$ cat config.mk
export PLATFORM = sky130hd
export DESIGN_NAME = vdr_ctrl
export DESIGN_NICKNAME = d
export VERILOG_FILES = /design/src/hdl/vdr_pkg.sv /design/src/hdl/vdr_ctrl.sv
export SDC_FILE = /design/constraint.sdc
export NUM_CORES = 1
export LEC_CHECK = 0
export BUFFER_PORTS_ARGS = -buffer_cell sky130_fd_sc_hd__buf_2
export CORE_ASPECT_RATIO = 0.5
export CORE_UTILIZATION = 27
export CTS_CLUSTER_DIAMETER = 50
export DETAILED_ROUTE_END_ITERATION = 8
export GPL_ROUTABILITY_DRIVEN = 0
export PLACE_DENSITY = 0.54
export SYNTH_ARGS = -nofsm -noshare
export SYNTH_HDL_FRONTEND = slang
export SYNTH_SLANG_ARGS = --single-unit
$ cat constraint.sdc
create_clock -name clk -period 2.6 [get_ports clk]
set_clock_uncertainty 0.05 [all_clocks]
set_input_delay 0.13 -clock clk [delete_from_list [all_inputs] [get_ports clk]]
set_output_delay 0.13 -clock clk [all_outputs]
set_load 0.01 [all_outputs]
$ cat src/hdl/vdr_pkg.sv
// vdr_pkg: shared types, constants and helper functions for the dead-reckoning integrator
// used by vdr_ctrl, vdr_dp and the top level; depends on nothing

package vdr_pkg;

  localparam logic [1:0] MODE_CMD     = 2'd0;
  localparam logic [1:0] MODE_TICK    = 2'd1;
  localparam logic [1:0] MODE_RESTART = 2'd2;
  localparam logic [1:0] MODE_NONE    = 2'd3;

  localparam logic [2:0] REG_TIMEOUT  = 3'd0;
  localparam logic [2:0] REG_RC_EN    = 3'd1;
  localparam logic [2:0] REG_RC_RAD   = 3'd2;
  localparam logic [2:0] REG_RC_NEG   = 3'd3;
  localparam logic [2:0] REG_MIN_SPD  = 3'd4;
  localparam logic [2:0] REG_INIT_X   = 3'd5;
  localparam logic [2:0] REG_INIT_Y   = 3'd6;
  localparam logic [2:0] REG_INIT_HDG = 3'd7;

  localparam int CNT_W     = 5;
  localparam int DIV_STEPS = 25;

  typedef struct packed {
    logic             latch;
    logic             decode;
    logic             div_step;
    logic             cor_step;
    logic [CNT_W-1:0] step;
    logic             mul1;
    logic             mul2;
    logic             mul3;
    logic             mul4;
    logic             cor2_init;
    logic             out_load;
  } vdr_cmd_t;

  typedef struct packed {
    logic tick_go;
    logic out_free;
  } vdr_sts_t;

  function automatic logic signed [33:0] atan_of(input logic [CNT_W-1:0] k);
    logic [31:0] a;
    case (k)
      5'd0:    a = 32'h20000000;
      5'd1:    a = 32'h12E4051E;
      5'd2:    a = 32'h09FB385B;
      5'd3:    a = 32'h051111D4;
      5'd4:    a = 32'h028B0D43;
      5'd5:    a = 32'h0145D7E1;
      5'd6:    a = 32'h00A2F61E;
      5'd7:    a = 32'h00517C55;
      5'd8:    a = 32'h0028BE53;
      5'd9:    a = 32'h00145F2F;
      5'd10:   a = 32'h000A2F98;
      5'd11:   a = 32'h000517CC;
      5'd12:   a = 32'h00028BE6;
      5'd13:   a = 32'h000145F3;
      5'd14:   a = 32'h0000A2FA;
      5'd15:   a = 32'h0000517D;
      5'd16:   a = 32'h000028BE;
      5'd17:   a = 32'h0000145F;
      5'd18:   a = 32'h00000A30;
      5'd19:   a = 32'h00000518;
      5'd20:   a = 32'h0000028C;
      5'd21:   a = 32'h00000146;
      5'd22:   a = 32'h000000A3;
      5'd23:   a = 32'h00000051;
      default: a = 32'h00000000;
    endcase
    return $signed({2'b00, a});
  endfunction

  // round Q2.30 to Q1.14 and clamp to +-1.0
  function automatic logic signed [15:0] q14(input logic signed [33:0] v);
    logic signed [34:0] r;
    r = ($signed({v[33], v}) + 35'sd32768) >>> 16;
    if (r > 35'sd16384) return 16'sd16384;
    else if (r < -35'sd16384) return -16'sd16384;
    else return r[15:0];
  endfunction

endpackage

$ cat src/hdl/vdr_ctrl.sv
// vdr_ctrl: sequencer for the dead-reckoning integrator
// depends on vdr_pkg; drives vdr_dp through vdr_cmd_t

module vdr_ctrl #(
  parameter int CORDIC_STEPS = 16
) (
  input  logic             clk,
  input  logic             rst_n,
  input  logic             in_valid,
  output logic             in_stall,
  input  vdr_pkg::vdr_sts_t sts,
  output vdr_pkg::vdr_cmd_t cmd
);

  typedef enum logic [9:0] {
    ST_IDLE  = 10'b0000000001,
    ST_DEC   = 10'b0000000010,
    ST_ITER  = 10'b0000000100,
    ST_M1    = 10'b0000001000,
    ST_M2    = 10'b0000010000,
    ST_M3    = 10'b0000100000,
    ST_M4    = 10'b0001000000,
    ST_C2I   = 10'b0010000000,
    ST_ITER2 = 10'b0100000000,
    ST_OUT   = 10'b1000000000
  } state_t;

  localparam logic [vdr_pkg::CNT_W-1:0] COR_LAST = vdr_pkg::CNT_W'(CORDIC_STEPS - 1);
  localparam logic [vdr_pkg::CNT_W-1:0] DIV_LAST = vdr_pkg::CNT_W'(vdr_pkg::DIV_STEPS - 1);

  state_t state_r, state_nxt;
  logic [vdr_pkg::CNT_W-1:0] cnt_r, cnt_nxt;

  assign in_stall = (state_r != ST_IDLE);

  always_comb begin
    state_nxt = state_r;
    cnt_nxt   = cnt_r;
    cmd       = '0;
    cmd.step  = cnt_r;
    case (state_r)
      ST_IDLE: begin
        if (in_valid) begin
          cmd.latch = 1'b1;
          state_nxt = ST_DEC;
        end
      end
      ST_DEC: begin
        cmd.decode = 1'b1;
        cnt_nxt    = '0;
        state_nxt  = sts.tick_go ? ST_ITER : ST_IDLE;
      end
      ST_ITER: begin
        // divider and first rotation share the step counter
        cmd.div_step = 1'b1;
        cmd.cor_step = (cnt_r <= COR_LAST);
        cnt_nxt      = cnt_r + 1'b1;
        if (cnt_r == DIV_LAST) state_nxt = ST_M1;
      end
      ST_M1: begin
        cmd.mul1  = 1'b1;
        state_nxt = ST_M2;
      end
      ST_M2: begin
        cmd.mul2  = 1'b1;
        state_nxt = ST_M3;
      end
      ST_M3: begin
        cmd.mul3  = 1'b1;
        state_nxt = ST_M4;
      end
      ST_M4: begin
        cmd.mul4  = 1'b1;
        state_nxt = ST_C2I;
      end
      ST_C2I: begin
        cmd.cor2_init = 1'b1;
        cnt_nxt       = '0;
        state_nxt     = ST_ITER2;
      end
      ST_ITER2: begin
        cmd.cor_step = 1'b1;
        cnt_nxt      = cnt_r + 1'b1;
        if (cnt_r == COR_LAST) state_nxt = ST_OUT;
      end
      ST_OUT: begin
        if (sts.out_free) begin
          cmd.out_load = 1'b1;
          state_nxt    = ST_IDLE;
        end
      end
      default: state_nxt = ST_IDLE;
    endcase
  end

  always_ff @(posedge clk) begin
    if (!rst_n) begin
      state_r <= ST_IDLE;
      cnt_r   <= '0;
    end else begin
      state_r <= state_nxt;
      cnt_r   <= cnt_nxt;
    end
  end

endmodule

==> results.md, run 1 <==
* Area leader, netlist: dfxtp_1
* Slew HR at 66.37%
* Area grow syn2layout at 19.29%
* Syn Area/Cell at 7.959 sq um
* Sequential area share after synthesis at 31.70%
* ANT cells at 0
* Worst path slowest cell: or3b_2
* Syn Nets at 127
* Flops & latches, synth at 15
* All-Layer GR Usage at 13.36%
* Slew @ Worst Pin at 0.4998 ns
* RSZ-0062 raised after global routing: false
* PwrDens at 479.3 nW/um^2
* Worst endpoint required time at 2.69 ns
* Antenna violations before repair at 0
* DRC viols at 0
* Die span in y at 43.88 um
* Via/cell ratio at 4.893
* Crit. End Element: register
* CTS clock-pin slew for the worst setup and hold paths at 0.06 ns
* CP delay by family, top: simple AND/OR/NAND/NOR gates
* Critical Path Max Stage Delay at 0.43 ns
* Initial core utilization at 29.87%
* Fin crit period at 2.182 ns
* Pleak at 0.5287 nW
* Die ar. at 3763 sq um
* CTS Buf Count at 3
* CP startpoint kind: register
* Yosys warnings at 0
* Status: finished, final reports clean
* Average wire per standard cell at 12.49 um
* Net count, final at 148
* Die X at 85.76 um
* # rows at 14
* Worst EP arrival at 2.27 ns
* I/O pin count at 21
* Clock root buffer: clkbuf_8
* Total routed wirelength at 2.335 mm
* WHS at 0.1010 ns
* Deepest clock path buffer count at 2
* Iter 0 DRT Violations at 36
* Most common cell in the netlist: dfxtp_1
* Crit Path Category: reg2reg
* Final setup vio count at 0
* Asr flop ratio synth at 0%
* Crit-path max FO at 6
* Hold buffers post-CTS at 0
* Layout filler cell count at 320
* TritonCTS clock tree: built
* Core area at 3171 sq um
* Final ANT Viol Nets at 0
* DR vias at 915
* DR pass1 iterations at 4
* Global-route wire length before repair at 3.767 mm
* Largest net degree at the start of global routing at 11
* Post-route setup TNS at 0 ns
* IR drop worst, VDD at 0.1671 mV
* Period utilization at 83.92%
* HP Class: in2reg
* Area contributors post-synth: dfxtp_1 32%, nand3_1 5.3%, nand4_1 5.3%
* Clk sinks at 15
* Crit-path cells: ha_1 > and3_1 > ha_1 > or3b_2 > a211o_2 > nand4_1 > nor2_1
* Synthesized instance count at 119
* CP Buf/Inv Count at 0
* Hold Path Stages at 3
* Worst path depth at 7
* Final Max Tran Viols at 0
* Final Hold Viols at 0
* Max cap viols at 0
* Post-cts resize count at 0
* Post-CTS setup buffer count at 0
* Remaining global-route overflow at 0
* Yosys cell types at 36
* Clock Latency Late Sink at 0.25 ns
* Top cells by count, synth: 15 x dfxtp_1, 13 x inv_1, 12 x nor2_1, 10 x nand3_1, 8 x nand4_1
* Cell depth of the worst flop-to-flop path at 7
* Post-DP HPWL at 1.797 mm
* Vias in the first global route at 782
* F_max at 0.4583 GHz
* Main flop type after synthesis: dfxtp_1
* Cell mode on critical path: ha_1
* Share of the synthesized area in the top cell type at 31.70%
* Netlist Area Pre-Place at 947.2 sq um
* H-tree depth at 1
* Finished Core Util at 35.64%
* Layout cells sized above 1 at 21.58%
* Port bufs at 20
* Post-synth EDFFs at 0
==> report_power, final <==
part	total, mW	internal (mW)	leakage [nW]	switching (mW)
sequential	0.250	0.238	0.121	0.0126
clock	0.188	0.109	0.0228	0.0799
combinational	0.103	0.0422	0.385	0.0607
==> layer usage <==
metal,track usage [%],wire length (um),share of wire [%],up-vias
met5,0,0,0,-
met4,6.000,37,1.6,0
met3,4.381,99,4.2,4
met2,17.60,873,37,22
met1,19.41,1324,57,417
li1,-,-,-,472
==> final timing paths <==
| path | startpoint | slack, ns | end |
|---|---|---|---|
| setup reg to reg | cnt_r[0] | 0.42 | state_r[7] |
| hold reg to reg | cnt_r[0] | 0.48 | cnt_r[0] |
| setup / recovery | cnt_r[0] | 0.42 | state_r[7] |
| hold / removal | sts[1] | 0.10 | state_r[2] |
==> sequential cells by signal, indices dropped and copies added, names as in the netlist <==
register,cells
cnt_r,5
state_r,10
==> logic make-up after synthesis <==
kind of cell               Yosys count  share of synthesized area [%]
DFF                                 15                          31.70
buffers and inverters               17                          7.530
adders and majority gates            3                          3.963
AOI/OAI and AO/OA                   16                          10.97
muxes                                1                          1.057
xor gates and xnor gates             3                          2.775
and+or+nand+nor                     64                          42.01
==> metrics by stage <==
stage               total power, mW  worst slack [ns]  instance area, sq um  std cells
finish                       0.5415            0.4181                  1130        187
detailed placement           0.3578            0.4188                  1085        183
global placement             0.3598            0.4577                  1085        183
CTS                          0.5484            0.4081                  1130        187
global route                 0.5725            0.2849                  1130        187
floorplan                    0.3265            0.5354                 947.2        119
==> layout by cell type (no fill, tap or decap), types with 2 or more instances in the layout <==
master    Yosys  layout
a21oi_1       7       7
a311oi_1      2       2
and2_1        2       2
and3_1        2       2
buf_2         3      20
clkbuf_8      0       3
dfxtp_1      15      15
ha_1          3       3
inv_1        13      13
nand2_1       6       6
nand2b_1      3       3
nand3_1      10      10
nand4_1       8       8
nand4b_1      4       4
nor2_1       12      12
nor3_1        3       3
nor4_1        2       2
o21ai_0       2       2
or3b_2        2       2
or4_1         2       2
xor2_1        2       2
==> worst reg2reg max path, cell delays in order (launching register included) <==
cell and delay [ns]:
dfxtp_1 0.34, ha_1 0.23, and3_1 0.18, ha_1 0.18, or3b_2 0.43, a211o_2 0.34, nand4_1 0.25, nor2_1 0.07
==> final cells by class <==
type | instances | area (sq um) | area share (%)
inverters | 13 | 48.80 | 4.319
repair buffers | 20 | 100.1 | 8.859
multi-input cells | 87 | 575.6 | 50.94
flip-flops and latches | 15 | 300.3 | 26.58
well taps | 48 | 60.06 | 5.316
clock buffers | 4 | 45.04 | 3.987
Note: power is estimated with default switching activity, not from simulation.
==> run 2, diff against run 1 <==
==> constraint.sdc (replaced) <==
create_clock -name clk -period 2.3 [get_ports clk]
set_clock_uncertainty 0.05 [all_clocks]
set_input_delay 0.115 -clock clk [delete_from_list [all_inputs] [get_ports clk]]
set_output_delay 0.115 -clock clk [all_outputs]
set_load 0.01 [all_outputs]
==> run 2 against run 1 <==
Net effect:
- clock power is 18% higher
- fmax is 0.18% higher
- flip-flop and latch count stayed put
- register-to-register slack got worse by 0.30 ns
- cell area is 0.22% higher
- global-route usage up 0.24 points
- critical path depth stayed put
- combinational power up 14%
- sequential power up 13%
- largest cell class unchanged
==> results.md, run 2 (synthesis results as in run 1) <==
* Global-route wire length before repair at 3.781 mm
* Worst path slowest cell: or3b_2
* Antenna violations before repair at 0
* Die ar. at 3763 sq um
* Final Worst Setup Slack at 0.1221 ns
* Max reg flops at 10
* Largest register by flop count: state_r
* Layout cells sized above 1 at 23.02%
* Worst EP arrival at 2.26 ns
* Placed Area at 1085 sq um
* HP Class: in2reg
* Max cap viols at 0
* Port bufs at 20
* Iter 0 DRT Violations at 56
* Final ANT Viol Nets at 0
* Area grow syn2layout at 19.55%
* IR drop worst, VDD at 0.2406 mV
* ANT cells at 0
* Crit Path Category: reg2reg
* Final setup vio count at 0
* Multi-input logic area at 575.6 sq um
* RSZ-0062 raised after global routing: false
* DR pass1 iterations at 4
* Crit-path max FO at 6
* Cell depth of the worst flop-to-flop path at 7
* Worst r2r src: cnt_r[1]
* Die X at 85.76 um
* Crit. End Element: register
* # rows at 14
* Die span in y at 43.88 um
* Vias in the first global route at 755
* Remaining global-route overflow at 0
* Via/cell ratio at 5.037
* Global Route met3 Usage at 4.190%
* Average wire per standard cell at 12.57 um
* Met1 Usage GRT at 20.84%
* Pleak at 0.5319 nW
* Worst path depth at 7
* Register cell area after layout at 301.5 sq um
* Worst Setup SP: cnt_r[1]
* Clock root buffer: clkbuf_8
* Setup slack, reg-to-reg at 0.12 ns
* Initial core utilization at 29.87%
* Final Max Tran Viols at 0
* Crit-path cells: ha_1 > and3_1 > ha_1 > or3b_2 > a211o_2 > nand4_1 > nor2_1
* Core area at 3171 sq um
* I/O pin count at 21
* CTS clock-pin slew for the worst setup and hold paths at 0.07 ns
* Slew HR at 68.52%
* Critical Path End: state_r[4]
* CTS Buf Count at 3
* WHS at 0.08604 ns
* PwrDens at 548.8 nW/um^2
* Post-route cell area at 1132 sq um
* Terminus of the critical flop-to-flop path: state_r[4]
* TritonCTS clock tree: built
* Post-DP HPWL at 1.804 mm
* Fin crit period at 2.178 ns
* Most frequent cells in the layout: 20 x buf_2, 14 x dfxtp_1, 13 x inv_1, 12 x nor2_1, 10 x nand3_1
* F_max at 0.4592 GHz
* Grt met2 use at 16.64%
* Clock Latency Late Sink at 0.26 ns
* Largest regs: state_r: 10 flops, cnt_r: 5 flops
* All-Layer GR Usage at 13.60%
* Period utilization at 94.69%
* CP delay by family, top: simple AND/OR/NAND/NOR gates
* Critical Path Max Stage Delay at 0.43 ns
* CP Buf/Inv Count at 0
* Cell mode on critical path: ha_1
* H-tree depth at 1
* Deepest clock path buffer count at 2
* Worst endpoint required time at 2.38 ns
* Layout filler cell count at 323
* Top Usage Layer GRT: met1
* Final Hold Viols at 0
* DR vias at 942
* Net count, final at 148
* Total routed wirelength at 2.350 mm
* CP startpoint kind: register
* Most common cell after layout, fill and taps aside: buf_2
* Slew @ Worst Pin at 0.4687 ns
* Post-route setup TNS at 0 ns
* Largest net degree at the start of global routing at 11
* Clk sinks at 15
* Status: finished, final reports clean
* Pre-CTS setup slack at 0.1177 ns
* DRC viols at 0
==> run 2: cell count changes in the layout (fill, tap and decap cells not counted), sizes merged <==
| cell | change |
|---|---|
| clkinv | +1 |
| clkbuf | -1 |
==> run 2: where the power goes <==
part | switching, mW | internal, mW
combinational | 0.0693 | 0.0477
sequential | 0.0151 | 0.268
clock | 0.101 | 0.120
total | 0.185 | 0.436
==> run 2: per-stage QoR <==
| step | utilization (%) | std cells | total power [mW] |
|---|---|---|---|
| global placement | 34.21 | 183 | 0.4067 |
| global route | 35.71 | 187 | 0.6541 |
| floorplan | - | 119 | 0.3690 |
| detailed placement | 34.21 | 183 | 0.4042 |
| CTS | 35.67 | 187 | 0.6248 |
| finish | 35.71 | 187 | 0.6215 |
==> run 2: routing by layer <==
layer / routed length (um) / up-vias
met4: 36 / 0
met3: 87 / 5
met1: 1367 / 442
met5: 0 / -
li1: - / 472
met2: 860 / 23
==> run 2: repair_timing <==
action	CTS	global route
endpoints found under the setup margin	0	5
hold buffers	0	0
hold endpoints to repair	0	0
resized for setup	0	1
setup buffers	0	0
==> run 2: worst register-to-register path: stages, from the launching register on <==
cell and delay, ns:
dfxtp_1 0.35, ha_1 0.21, and3_1 0.18, ha_1 0.18, or3b_2 0.43, a211o_2 0.33, nand4_1 0.25, nor2_1 0.07
==> run 2: cell type report <==
| type | instances | area share, % |
|---|---|---|
| Inverter | 13 | 4.309 |
| Tap cell | 48 | 5.304 |
| Clock buffer | 3 | 3.646 |
| Timing Repair Buffer | 20 | 8.840 |
| Multi-Input combinational cell | 87 | 50.83 |
| Clock inverter | 1 | 0.4420 |
| Sequential cell | 15 | 26.63 |
==> run 2: worst min path at each step <==
stage | start | to | slack [ns] | depth (start not counted)
after floorplan | rst_n | state_r[8] | 0.18 | 1
after global placement | sts[1] | state_r[2] | 0.34 | 3
after detailed placement | sts[1] | state_r[2] | 0.34 | 3
after CTS | rst_n | state_r[8] | 0.08 | 2
after global routing | rst_n | state_r[8] | 0.09 | 2
final | rst_n | state_r[8] | 0.09 | 2
